$ cat config.mk
export PLATFORM = sky130hd
export DESIGN_NAME = pdo_receive_demapper_unit
export DESIGN_NICKNAME = d
export VERILOG_FILES = /design/src/rtl/core/pdr_pkg.sv /design/src/rtl/core/pdr_map_table.sv /design/src/rtl/core/pdr_extract.sv /design/src/rtl/core/pdo_receive_demapper_unit.sv
export SDC_FILE = /design/constraint.sdc
export NUM_CORES = 1
export LEC_CHECK = 0
export BUFFER_PORTS_ARGS = -buffer_cell sky130_fd_sc_hd__buf_4
export CORE_ASPECT_RATIO = 1.75
export CORE_MARGIN = 2
export CORE_UTILIZATION = 50
export CTS_BUF_LIST = sky130_fd_sc_hd__clkbuf_4
export CTS_CLUSTER_DIAMETER = 40
export CTS_CLUSTER_SIZE = 16
export DETAILED_ROUTE_END_ITERATION = 8
export HOLD_SLACK_MARGIN = 0.12
export PLACE_DENSITY = 0.72
export SETUP_SLACK_MARGIN = 0.4
export SLEW_MARGIN = 20
export SYNTH_ARGS = -nofsm -noshare
export SYNTH_HDL_FRONTEND = slang
export SYNTH_SLANG_ARGS = --single-unit
$ cat constraint.sdc
create_clock -name clk -period 5.5 [get_ports clk]
set_input_delay 0.275 -clock clk [delete_from_list [all_inputs] [get_ports clk]]
set_output_delay 0.275 -clock clk [all_outputs]
set_load 0.005 [all_outputs]
$ cat src/rtl/core/pdr_pkg.sv
package pdr_pkg;

  localparam int FRAME_BYTES = 8;
  localparam int DATA_W      = 64;
  localparam int LEN_W       = 4;
  localparam int CNT_W       = 4;
  localparam int SLOT_W      = 3;
  localparam int VALUE_W     = 32;
  localparam int VALUE_BYTES = 4;
  localparam int BITOFF_W    = 11;
  localparam int CFG_IDX_W   = 3;
  localparam int CFG_DATA_W  = 64;

  // Configuration register indexes.
  localparam logic [CFG_IDX_W-1:0] REG_MAP_COUNT  = 3'd0;
  localparam logic [CFG_IDX_W-1:0] REG_MAP_PAIR_A = 3'd1;
  localparam logic [CFG_IDX_W-1:0] REG_MAP_PAIR_B = 3'd2;
  localparam logic [CFG_IDX_W-1:0] REG_MAP_PAIR_C = 3'd3;
  localparam logic [CFG_IDX_W-1:0] REG_MAP_PAIR_D = 3'd4;

  typedef struct packed {
    logic [15:0] object_index;
    logic [7:0]  sub_index;
    logic [7:0]  bitlen;
  } map_entry_t;

  typedef struct packed {
    logic [DATA_W-1:0] frame_bytes;
    logic [LEN_W-1:0]  frame_length;
  } in_item_t;

  typedef struct packed {
    logic [SLOT_W-1:0]  slot;
    logic [15:0]        object_index;
    logic [7:0]         sub_index;
    logic [VALUE_W-1:0] field_value;
    logic               short_frame;
    logic               last;
  } out_item_t;

  // Result of one pass through the extraction unit.
  typedef struct packed {
    logic                fits;
    logic [VALUE_W-1:0]  value;
    logic [BITOFF_W-1:0] bit_off_next;
  } ext_res_t;

endpackage

$ cat src/rtl/core/pdr_map_table.sv
module pdr_map_table #(
  parameter int MAX_ENTRIES = 8,
  parameter int IDX_W       = 3
) (
  input  logic                              clk,
  input  logic                              rst_n,
  input  logic                              cfg_wr_en,
  input  logic [pdr_pkg::CFG_IDX_W-1:0]     cfg_index,
  input  logic [pdr_pkg::CFG_DATA_W-1:0]    cfg_wdata,
  input  logic [IDX_W-1:0]                  rd_idx,
  output pdr_pkg::map_entry_t               rd_entry,
  output logic [pdr_pkg::CNT_W-1:0]         map_count
);

  logic [pdr_pkg::CNT_W-1:0] map_count_r;
  pdr_pkg::map_entry_t       entries_r [MAX_ENTRIES];

  always_ff @(posedge clk) begin
    if (!rst_n) begin
      map_count_r <= '0;
      for (int e = 0; e < MAX_ENTRIES; e++) begin
        entries_r[e] <= '0;
      end
    end else if (cfg_wr_en) begin
      if (cfg_index == pdr_pkg::REG_MAP_COUNT) begin
        map_count_r <= cfg_wdata[pdr_pkg::CNT_W-1:0];
      end
      // Each pair register carries two entries; the even entry sits in the low word.
      for (int e = 0; e < MAX_ENTRIES; e++) begin
        if (cfg_index == pdr_pkg::REG_MAP_PAIR_A + pdr_pkg::CFG_IDX_W'(e >> 1)) begin
          entries_r[e] <= (e % 2 == 1) ? cfg_wdata[63:32] : cfg_wdata[31:0];
        end
      end
    end
  end

  assign rd_entry  = entries_r[rd_idx];
  assign map_count = map_count_r;

endmodule

$ cat src/rtl/core/pdr_extract.sv
module pdr_extract (
  input  logic [pdr_pkg::DATA_W-1:0]   frame_bytes,
  input  logic [pdr_pkg::LEN_W-1:0]    frame_length,
  input  logic [pdr_pkg::BITOFF_W-1:0] bit_off,
  input  logic [7:0]                   bitlen,
  output pdr_pkg::ext_res_t            res
);

  logic [4:0]                  nbytes;
  logic [7:0]                  start;
  logic [8:0]                  end_byte;
  logic [2:0]                  take;
  logic [pdr_pkg::DATA_W-1:0]  shifted;
  logic [pdr_pkg::VALUE_W-1:0] mask;
  logic                        fits;

  assign nbytes   = bitlen[7:3];
  assign start    = bit_off[pdr_pkg::BITOFF_W-1:3];
  assign end_byte = {1'b0, start} + {4'b0, nbytes};
  assign fits     = end_byte <= {5'b0, frame_length};
  assign take     = (nbytes > 5'd4) ? 3'd4 : nbytes[2:0];

  // Only the low three bits of the start byte matter: a fitting entry never
  // starts past the last payload byte with data left to copy.
  assign shifted = frame_bytes >> {start[2:0], 3'b000};

  always_comb begin
    for (int b = 0; b < pdr_pkg::VALUE_BYTES; b++) begin
      mask[b*8 +: 8] = (3'(b) < take) ? 8'hFF : 8'h00;
    end
  end

  assign res.fits         = fits;
  assign res.value        = fits ? (shifted[pdr_pkg::VALUE_W-1:0] & mask) : '0;
  assign res.bit_off_next = bit_off + {3'b0, bitlen};

endmodule

$ cat src/rtl/core/pdo_receive_demapper_unit.sv
// Channel  | Direction | Signals                      | Beat taken when
// ---------+-----------+------------------------------+---------------------------
// input    | in        | in_valid, in_data, in_stall  | in_valid && !in_stall
// result   | out       | out_valid, out_data, out_stall| out_valid && !out_stall
// config   | in        | cfg_wr_en, cfg_index, cfg_wdata | cfg_wr_en
//
// A frame is loaded first, then the walk gives one result per mapping entry up
// to the first misfit, one per cycle unless results stall. The sequencer walks
// the entries through one shared extraction unit (byte shifter and fit compare).
// in_stall is high while entries of the current frame remain to be processed.
// A stall on the result side while a result is held keeps the result register and pauses the walk.
// Reset is synchronous and clears the mapping table, the count and all control.
module pdo_receive_demapper_unit #(
  parameter int MAX_ENTRIES = 8
) (
  input  logic                           clk,
  input  logic                           rst_n,
  input  logic                           in_valid,
  output logic                           in_stall,
  input  pdr_pkg::in_item_t              in_data,
  output logic                           out_valid,
  input  logic                           out_stall,
  output pdr_pkg::out_item_t             out_data,
  input  logic                           cfg_wr_en,
  input  logic [pdr_pkg::CFG_IDX_W-1:0]  cfg_index,
  input  logic [pdr_pkg::CFG_DATA_W-1:0] cfg_wdata
);

  localparam int IDX_W = (MAX_ENTRIES > 1) ? $clog2(MAX_ENTRIES) : 1;

  localparam logic ST_IDLE = 1'b0;
  localparam logic ST_RUN  = 1'b1;

  logic                          state_r, state_nxt;
  logic [pdr_pkg::DATA_W-1:0]    data_r, data_nxt;
  logic [pdr_pkg::LEN_W-1:0]     len_r, len_nxt;
  logic [pdr_pkg::CNT_W-1:0]     count_r, count_nxt;
  logic [pdr_pkg::CNT_W-1:0]     k_r, k_nxt;
  logic [pdr_pkg::BITOFF_W-1:0]  bit_off_r, bit_off_nxt;
  logic                          out_valid_r, out_valid_nxt;
  pdr_pkg::out_item_t            out_data_r, out_data_nxt;

  pdr_pkg::map_entry_t           entry;
  logic [pdr_pkg::CNT_W-1:0]     map_count;
  logic [pdr_pkg::CNT_W-1:0]     count_clamped;
  logic [pdr_pkg::LEN_W-1:0]     len_clamped;
  pdr_pkg::ext_res_t             ext;
  pdr_pkg::out_item_t            emit_item;
  logic                          in_take;
  logic                          out_take;
  logic                          emit;

  pdr_map_table #(
    .MAX_ENTRIES (MAX_ENTRIES),
    .IDX_W       (IDX_W)
  ) u_map_table (
    .clk       (clk),
    .rst_n     (rst_n),
    .cfg_wr_en (cfg_wr_en),
    .cfg_index (cfg_index),
    .cfg_wdata (cfg_wdata),
    .rd_idx    (k_r[IDX_W-1:0]),
    .rd_entry  (entry),
    .map_count (map_count)
  );

  pdr_extract u_extract (
    .frame_bytes  (data_r),
    .frame_length (len_r),
    .bit_off      (bit_off_r),
    .bitlen       (entry.bitlen),
    .res          (ext)
  );

  assign in_stall  = (state_r == ST_RUN);
  assign in_take   = in_valid && !in_stall;
  assign out_take  = out_valid_r && !out_stall;
  assign emit      = (state_r == ST_RUN) && (!out_valid_r || !out_stall);
  assign out_valid = out_valid_r;
  assign out_data  = out_data_r;

  assign count_clamped = (map_count > pdr_pkg::CNT_W'(MAX_ENTRIES)) ?
                         pdr_pkg::CNT_W'(MAX_ENTRIES) : map_count;
  assign len_clamped   = (in_data.frame_length > pdr_pkg::LEN_W'(pdr_pkg::FRAME_BYTES)) ?
                         pdr_pkg::LEN_W'(pdr_pkg::FRAME_BYTES) : in_data.frame_length;

  always_comb begin
    emit_item.slot         = k_r[pdr_pkg::SLOT_W-1:0];
    emit_item.object_index = entry.object_index;
    emit_item.sub_index    = entry.sub_index;
    emit_item.field_value  = ext.value;
    emit_item.short_frame  = !ext.fits;
    emit_item.last         = !ext.fits || (k_r + 1'b1 == count_r);
  end

  always_comb begin
    state_nxt     = state_r;
    data_nxt      = data_r;
    len_nxt       = len_r;
    count_nxt     = count_r;
    k_nxt         = k_r;
    bit_off_nxt   = bit_off_r;
    out_valid_nxt = out_valid_r;
    out_data_nxt  = out_data_r;

    if (out_take) begin
      out_valid_nxt = 1'b0;
    end

    case (state_r)
      ST_IDLE: begin
        if (in_take) begin
          data_nxt    = in_data.frame_bytes;
          len_nxt     = len_clamped;
          count_nxt   = count_clamped;
          k_nxt       = '0;
          bit_off_nxt = '0;
          // An empty table produces no results at all.
          state_nxt   = (count_clamped != '0) ? ST_RUN : ST_IDLE;
        end
      end
      ST_RUN: begin
        if (emit) begin
          out_valid_nxt = 1'b1;
          out_data_nxt  = emit_item;
          k_nxt         = k_r + 1'b1;
          bit_off_nxt   = ext.bit_off_next;
          if (emit_item.last) begin
            state_nxt = ST_IDLE;
          end
        end
      end
      default: begin
        state_nxt = ST_IDLE;
      end
    endcase
  end

  always_ff @(posedge clk) begin
    if (!rst_n) begin
      state_r     <= ST_IDLE;
      out_valid_r <= 1'b0;
      count_r     <= '0;
      k_r         <= '0;
      bit_off_r   <= '0;
    end else begin
      state_r     <= state_nxt;
      out_valid_r <= out_valid_nxt;
      count_r     <= count_nxt;
      k_r         <= k_nxt;
      bit_off_r   <= bit_off_nxt;
    end
  end

  always_ff @(posedge clk) begin
    data_r     <= data_nxt;
    len_r      <= len_nxt;
    out_data_r <= out_data_nxt;
  end

  a_run_in_range: assert property (@(posedge clk) disable iff (!rst_n)
    state_r == ST_RUN |-> (count_r != '0) && (k_r < count_r))
    else $error("sequencer running past the entry count");

  a_short_is_last: assert property (@(posedge clk) disable iff (!rst_n)
    out_valid && out_data.short_frame |-> out_data.last && (out_data.field_value == '0))
    else $error("short-frame result not final or carries a value");

  a_last_ends_run: assert property (@(posedge clk) disable iff (!rst_n)
    emit && emit_item.last |=> state_r == ST_IDLE)
    else $error("sequencer kept running after the final result");

  a_busy_when_running: assert property (@(posedge clk) disable iff (!rst_n)
    emit |-> in_stall && !in_take)
    else $error("input taken while entries remain");

endmodule

After elaboration in Yosys (flattened, before gate mapping)
Memories as Yosys holds them, arrays and structs flattened. A register that Yosys moved wholly into a read port is not among the register bits.
Cells that the tools add are included.

cells by class
  $add $sub $neg = 3
  order comparisons = 8
  equal/unequal tests = 7
  shift-type cells = 1
  muxes and demuxes = 47
  bitwise operators = 10
  reductions and logical operators = 15

operators with widths
  operator                                                                         number
  32-bit two-way mux                                                               8
  64-bit by 6-bit right shift with 32-bit output                                   1
  32-bit AND                                                                       1
  8-bit two-way mux                                                                4
  1-bit two-way mux                                                                24
  11-bit two-way mux                                                               2
  11-bit case mux with 2 select lines                                              1
  4-bit two-way mux                                                                3
  11-bit by 8-bit adder with 11-bit output                                         1
  8-bit by 5-bit adder with 9-bit output                                           1
  9-bit by 4-bit <= comparator with 1-bit output                                   1
  3-bit two-way mux                                                                3
  4-bit greater-than comparator, second input constant                             2
  1-bit OR                                                                         8
  4-bit case mux with 2 select lines                                               1
  2-bit AND reduction                                                              4
  3-bit by 2-bit equality test with 1-bit output, second input constant            2
  1-bit by 3-bit < comparator with 1-bit output, first input constant              2
  2-bit by 3-bit < comparator with 1-bit output, first input constant              2
  5-bit by 3-bit greater-than comparator with 1-bit output, second input constant  1
  4-bit by 1-bit adder with 4-bit output, second input constant                    1
  4-bit equality test                                                              1
  1-bit logical NOT                                                                4
  4-bit nonzero test                                                               1
  other kinds (9)                                                                  12

word-level totals
  register bits after elaboration = 154
  bits in writable memories = 256
  input bits = 140
  output and inout bits = 63
  word-level logic and storage cells = 106
  memories = 1

memories
  memory                 words  bits a word  read ports  clocked after memory_dff  wr ports  RTL line             text
  u_map_table.entries_r  8      32           1           1                         8         pdr_map_table.sv:16  pdr_pkg::map_entry_t entries_r [MAX_ENTRIES];

Logic depth before layout (Yosys ltp)
  word-level depth = 7
  mapped depth = 17
  mapped depth without buffers = 13

Hierarchy
From an unflattened synthesis, not the netlist that was laid out.

unflattened totals
  cells, all modules = 1312
  area total of the unflattened synthesis = 18577.8 um^2

modules (own cells, without submodules)
  module                     times used  cells an instance  area each (um^2)  sequential area each (um^2)
  pdr_map_table              1           741                11285.8           7767.4
  pdo_receive_demapper_unit  1           245                4802.1            4294.1
  pdr_extract                1           326                2489.9            0.0

Worst setup path after synthesis
Ideal clock, no wire load.

  path type = input -> register
  from = input port cfg_wr_en
  to = memory u_map_table.entries_r[6][0] (netlist bit) (enable)
  setup time = 0.582 ns
  data arrival time = 5.048 ns
  data required time = 4.918 ns
  path slack = -0.130 ns
  stages on the path = 2
  path buffers = 0
  cells stage by stage = nand2_1 o31ai_1

RTL lines
  element      RTL line                         text
  from (decl)  pdo_receive_demapper_unit.sv:24  input logic cfg_wr_en,
  to (decl)    pdr_map_table.sv:16

==> impl_metrics.tcl <==
set metrics [dict create \
    die_area_um2 38600 \
    grt_overflow 0 \
    io-pin-count 203 \
    tightestPinTransition_ps 1002 \
    clk_path_buf_depth 3 \
    die_w_um 149.4 \
    path_clk_slew_ps 140 \
    holdPathStages 2 \
    cts_resized 0 \
    multi_input_area_um2 5784 \
    critical_path_peak_fanout 35 \
    core_area_um2 36650 \
    slew_headroom_pct 33.23 \
    synthCells 1284 \
    ys_types 56 \
    syn_to_final_growth_pct 20.97 \
    cts.sinks 413 \
    finalNonFillerCells 2098 \
    post-route-drc-count 0 \
    critPathCaptureType "flop" \
    routed-wl-met2_um 22720 \
    num_vias 11670 \
    yosysWarnings 0 \
    finalWeightedCongestion 0.8562 \
    first_global_vias 12190 \
    hp-class "input pin to flop" \
    drt_iter0_drc 866 \
    wl_met3_um 2405 \
    syn_nets 1439 \
    ir_drop_v 0.0002116 \
    htree_levels 2 \
    top_layer "met4" \
    yosysSeqAreaShare_pct 65.55 \
    initial_core_util_pct 50.45 \
    final-setup-viol-count 0 \
    rr_worst_depth 13 \
    cts_tree "yes" \
    wl_um 41390 \
    synthArstFlopShare_pct 0 \
    wirelength_met1_um 14730 \
    synth-edff-count 385 \
    p_per_area_nw_per_um2 264.6 \
    min_period_ps 4149 \
    cp.arrival_ps 4680 \
    die_h_um 258.4 \
    crit_end "out_data[21]$_SDFFCE_PP0P_" \
    dr.pass1.iters 5 \
    yosysTopAreaCell "edfxtp_1" \
    clock.fmax_mhz 241.0 \
    rows 93 \
    fillers 2741 \
    grt_usage_pct 21.58 \
    setup.worst_path.start_class "flop" \
    hold_slack_ps 273.9 \
    maxCapViolations 0 \
    r2r-end "out_data[21]$_SDFFCE_PP0P_" \
    rsz0062_at_grt "no" \
    synth-seq-cells 413 \
    drv_slew 0 \
    grt_pass1_wl_um 64320 \
    syn_area_um2 18490 \
    clk_latency_ps 740 \
    r2r_setup_slack_ps 1350 \
    cp.required_ps 6030 \
    postSynthAreaPerCell_um2 14.40 \
    vias_per_cell 5.561 \
    outcome "finished clean" \
    path_class "flop to flop" \
    drive_above_1_share_pct 27.13 \
    clockRootBuffer "clkbuf_4" \
    wl_per_cell_um 19.73 \
    setup_tns_ps 0 \
    netlist_top_cells_count "edfxtp_1, nor2_1, nand2_1" \
    postRouteAntennaNets 0 \
    leakage_nw 8.120 \
    dp_hpwl_um 25050 \
    netlist_top_cells_area "edfxtp_1, mux4_2, nor2_1, dfxtp_1, mux2_2" \
    port_buffers 202 \
    hold_viol 0 \
    synth_ff_type "edfxtp_1" \
    post-place-cells 1891 \
    power_mw 5.919 \
    antenna_found_initial 1 \
    ctsHoldBuffers 138 \
    grt_max_degree 71 \
    utilization_pct 61.03 \
    cts-buffers-inserted 41 \
    post_cts_buffers 0 \
    timing.final.crit_share_pct 75.44 \
    yosys.cell_count.top_type "edfxtp_1" \
    yosysTopAreaCellShare_pct 62.52 \
    num-nets-final 1752 \
    register_area_um2 12140 \
    skew_ps 71.41 \
]
==> critical path, cell delays in order, from the launching register on <==
cell and delay (ps):
dfxtp_2 860, mux2_2 420, mux4_2 490, ha_1 390, o21ai_0 150, a21oi_1 220, nor2_1 90, ha_1 290
o21ai_0 100, a21oi_1 60, o21ai_0 210, o2111ai_2 120, buf_4 270, nor3_1 260
==> metal layers <==
| layer | global-route usage, % | vias up |
|---|---|---|
| li1 | - | 5377 |
| met1 | 24.72 | 5750 |
| met2 | 40.49 | 438 |
| met3 | 2.746 | 102 |
| met4 | 8.228 | 0 |
| met5 | 0 | - |
==> how the worst min path moves through the flow <==
stage / from / end / slack (ps)
2_1_floorplan: in_data[4] / data_r[0]$_DFFE_PP_ / 370
3_3_place_gp: in_data[59] / data_r[55]$_DFFE_PP_ / 450
3_5_place_dp: in_data[26] / data_r[22]$_DFFE_PP_ / 450
4_1_cts: rst_n / bit_off_r[4]$_SDFFE_PN0P_ / 190
5_1_grt: in_data[60] / data_r[56]$_DFFE_PP_ / 200
6_report: in_data[52] / data_r[48]$_DFFE_PP_ / 270
==> through the flow <==
step,worst slack [ps],cell area (µm²)
finish,1351,22370
global placement,1445,20410
CTS,1355,22370
global route,1071,22370
detailed placement,1385,20410
floorplan,1873,18500
==> layout make-up <==
class / count / share of cell area [%]
Inverter: 74 / 1.247
Antenna cell: 1 / 0.01119
Multi-Input combinational cell: 713 / 25.86
Tap cell: 475 / 2.657
Clock buffer: 45 / 1.510
Timing Repair Buffer: 354 / 13.42
Sequential cell: 413 / 54.24
Clock inverter: 23 / 1.051
==> cell usage in the layout (no fill, tap or decap), drive strengths merged, types with 3 or more instances in the layout <==
master       instances
a21boi               7
clkinvlp             3
a21oi               22
buf                216
xnor2                8
o2111ai              3
mux2i               33
o31ai                3
nand4                5
and2                 4
or3                  3
nand2b               5
a211oi               7
and3                 8
nor3b                4
nand3b               5
edfxtp             385
a31oi                5
inv                 81
a22oi                7
bufinv               3
mux4                94
ha                  14
clkbuf              45
dlygate4sd3        138
nand3               17
clkinv              10
nor3                38
nor2               211
nor2b               16
nand2               94
o211ai               7
mux2                45
xor2                 4
o21ai               26
dfxtp               28
==> registers in the layout (all words and copies together) (netlist names), named ones only <==
register               cells
u_map_table.map_count      4
in_stall                   1
u_map_table.entries_r    256
data_r                    64
out_data                  61
k_r                        4
bit_off_r                 11
out_valid                  1
count_r                    4
len_r                      4
==> kinds of logic (layout without fill, tap and decap cells) <==
group,after synthesis,after routing,synth area share (%)
AND/OR/NAND/NOR,418,418,10.02
flip-flops,413,413,65.55
multiplexers,172,172,16.04
buffers and inverters,158,496,3.430
AO/OA/AOI/OAI,96,96,3.342
adder cells (fa/ha/maj),15,15,1.055
XOR/XNOR,12,12,0.5683
other,0,1,0
==> power breakdown <==
part           internal [mW]  leakage [nW]  total, mW  switching, mW
clock                  0.577         0.320       1.62           1.05
combinational          0.297          3.86      0.592          0.296
sequential              3.63          3.94       3.70         0.0674
(Power assumes the default switching activity.)
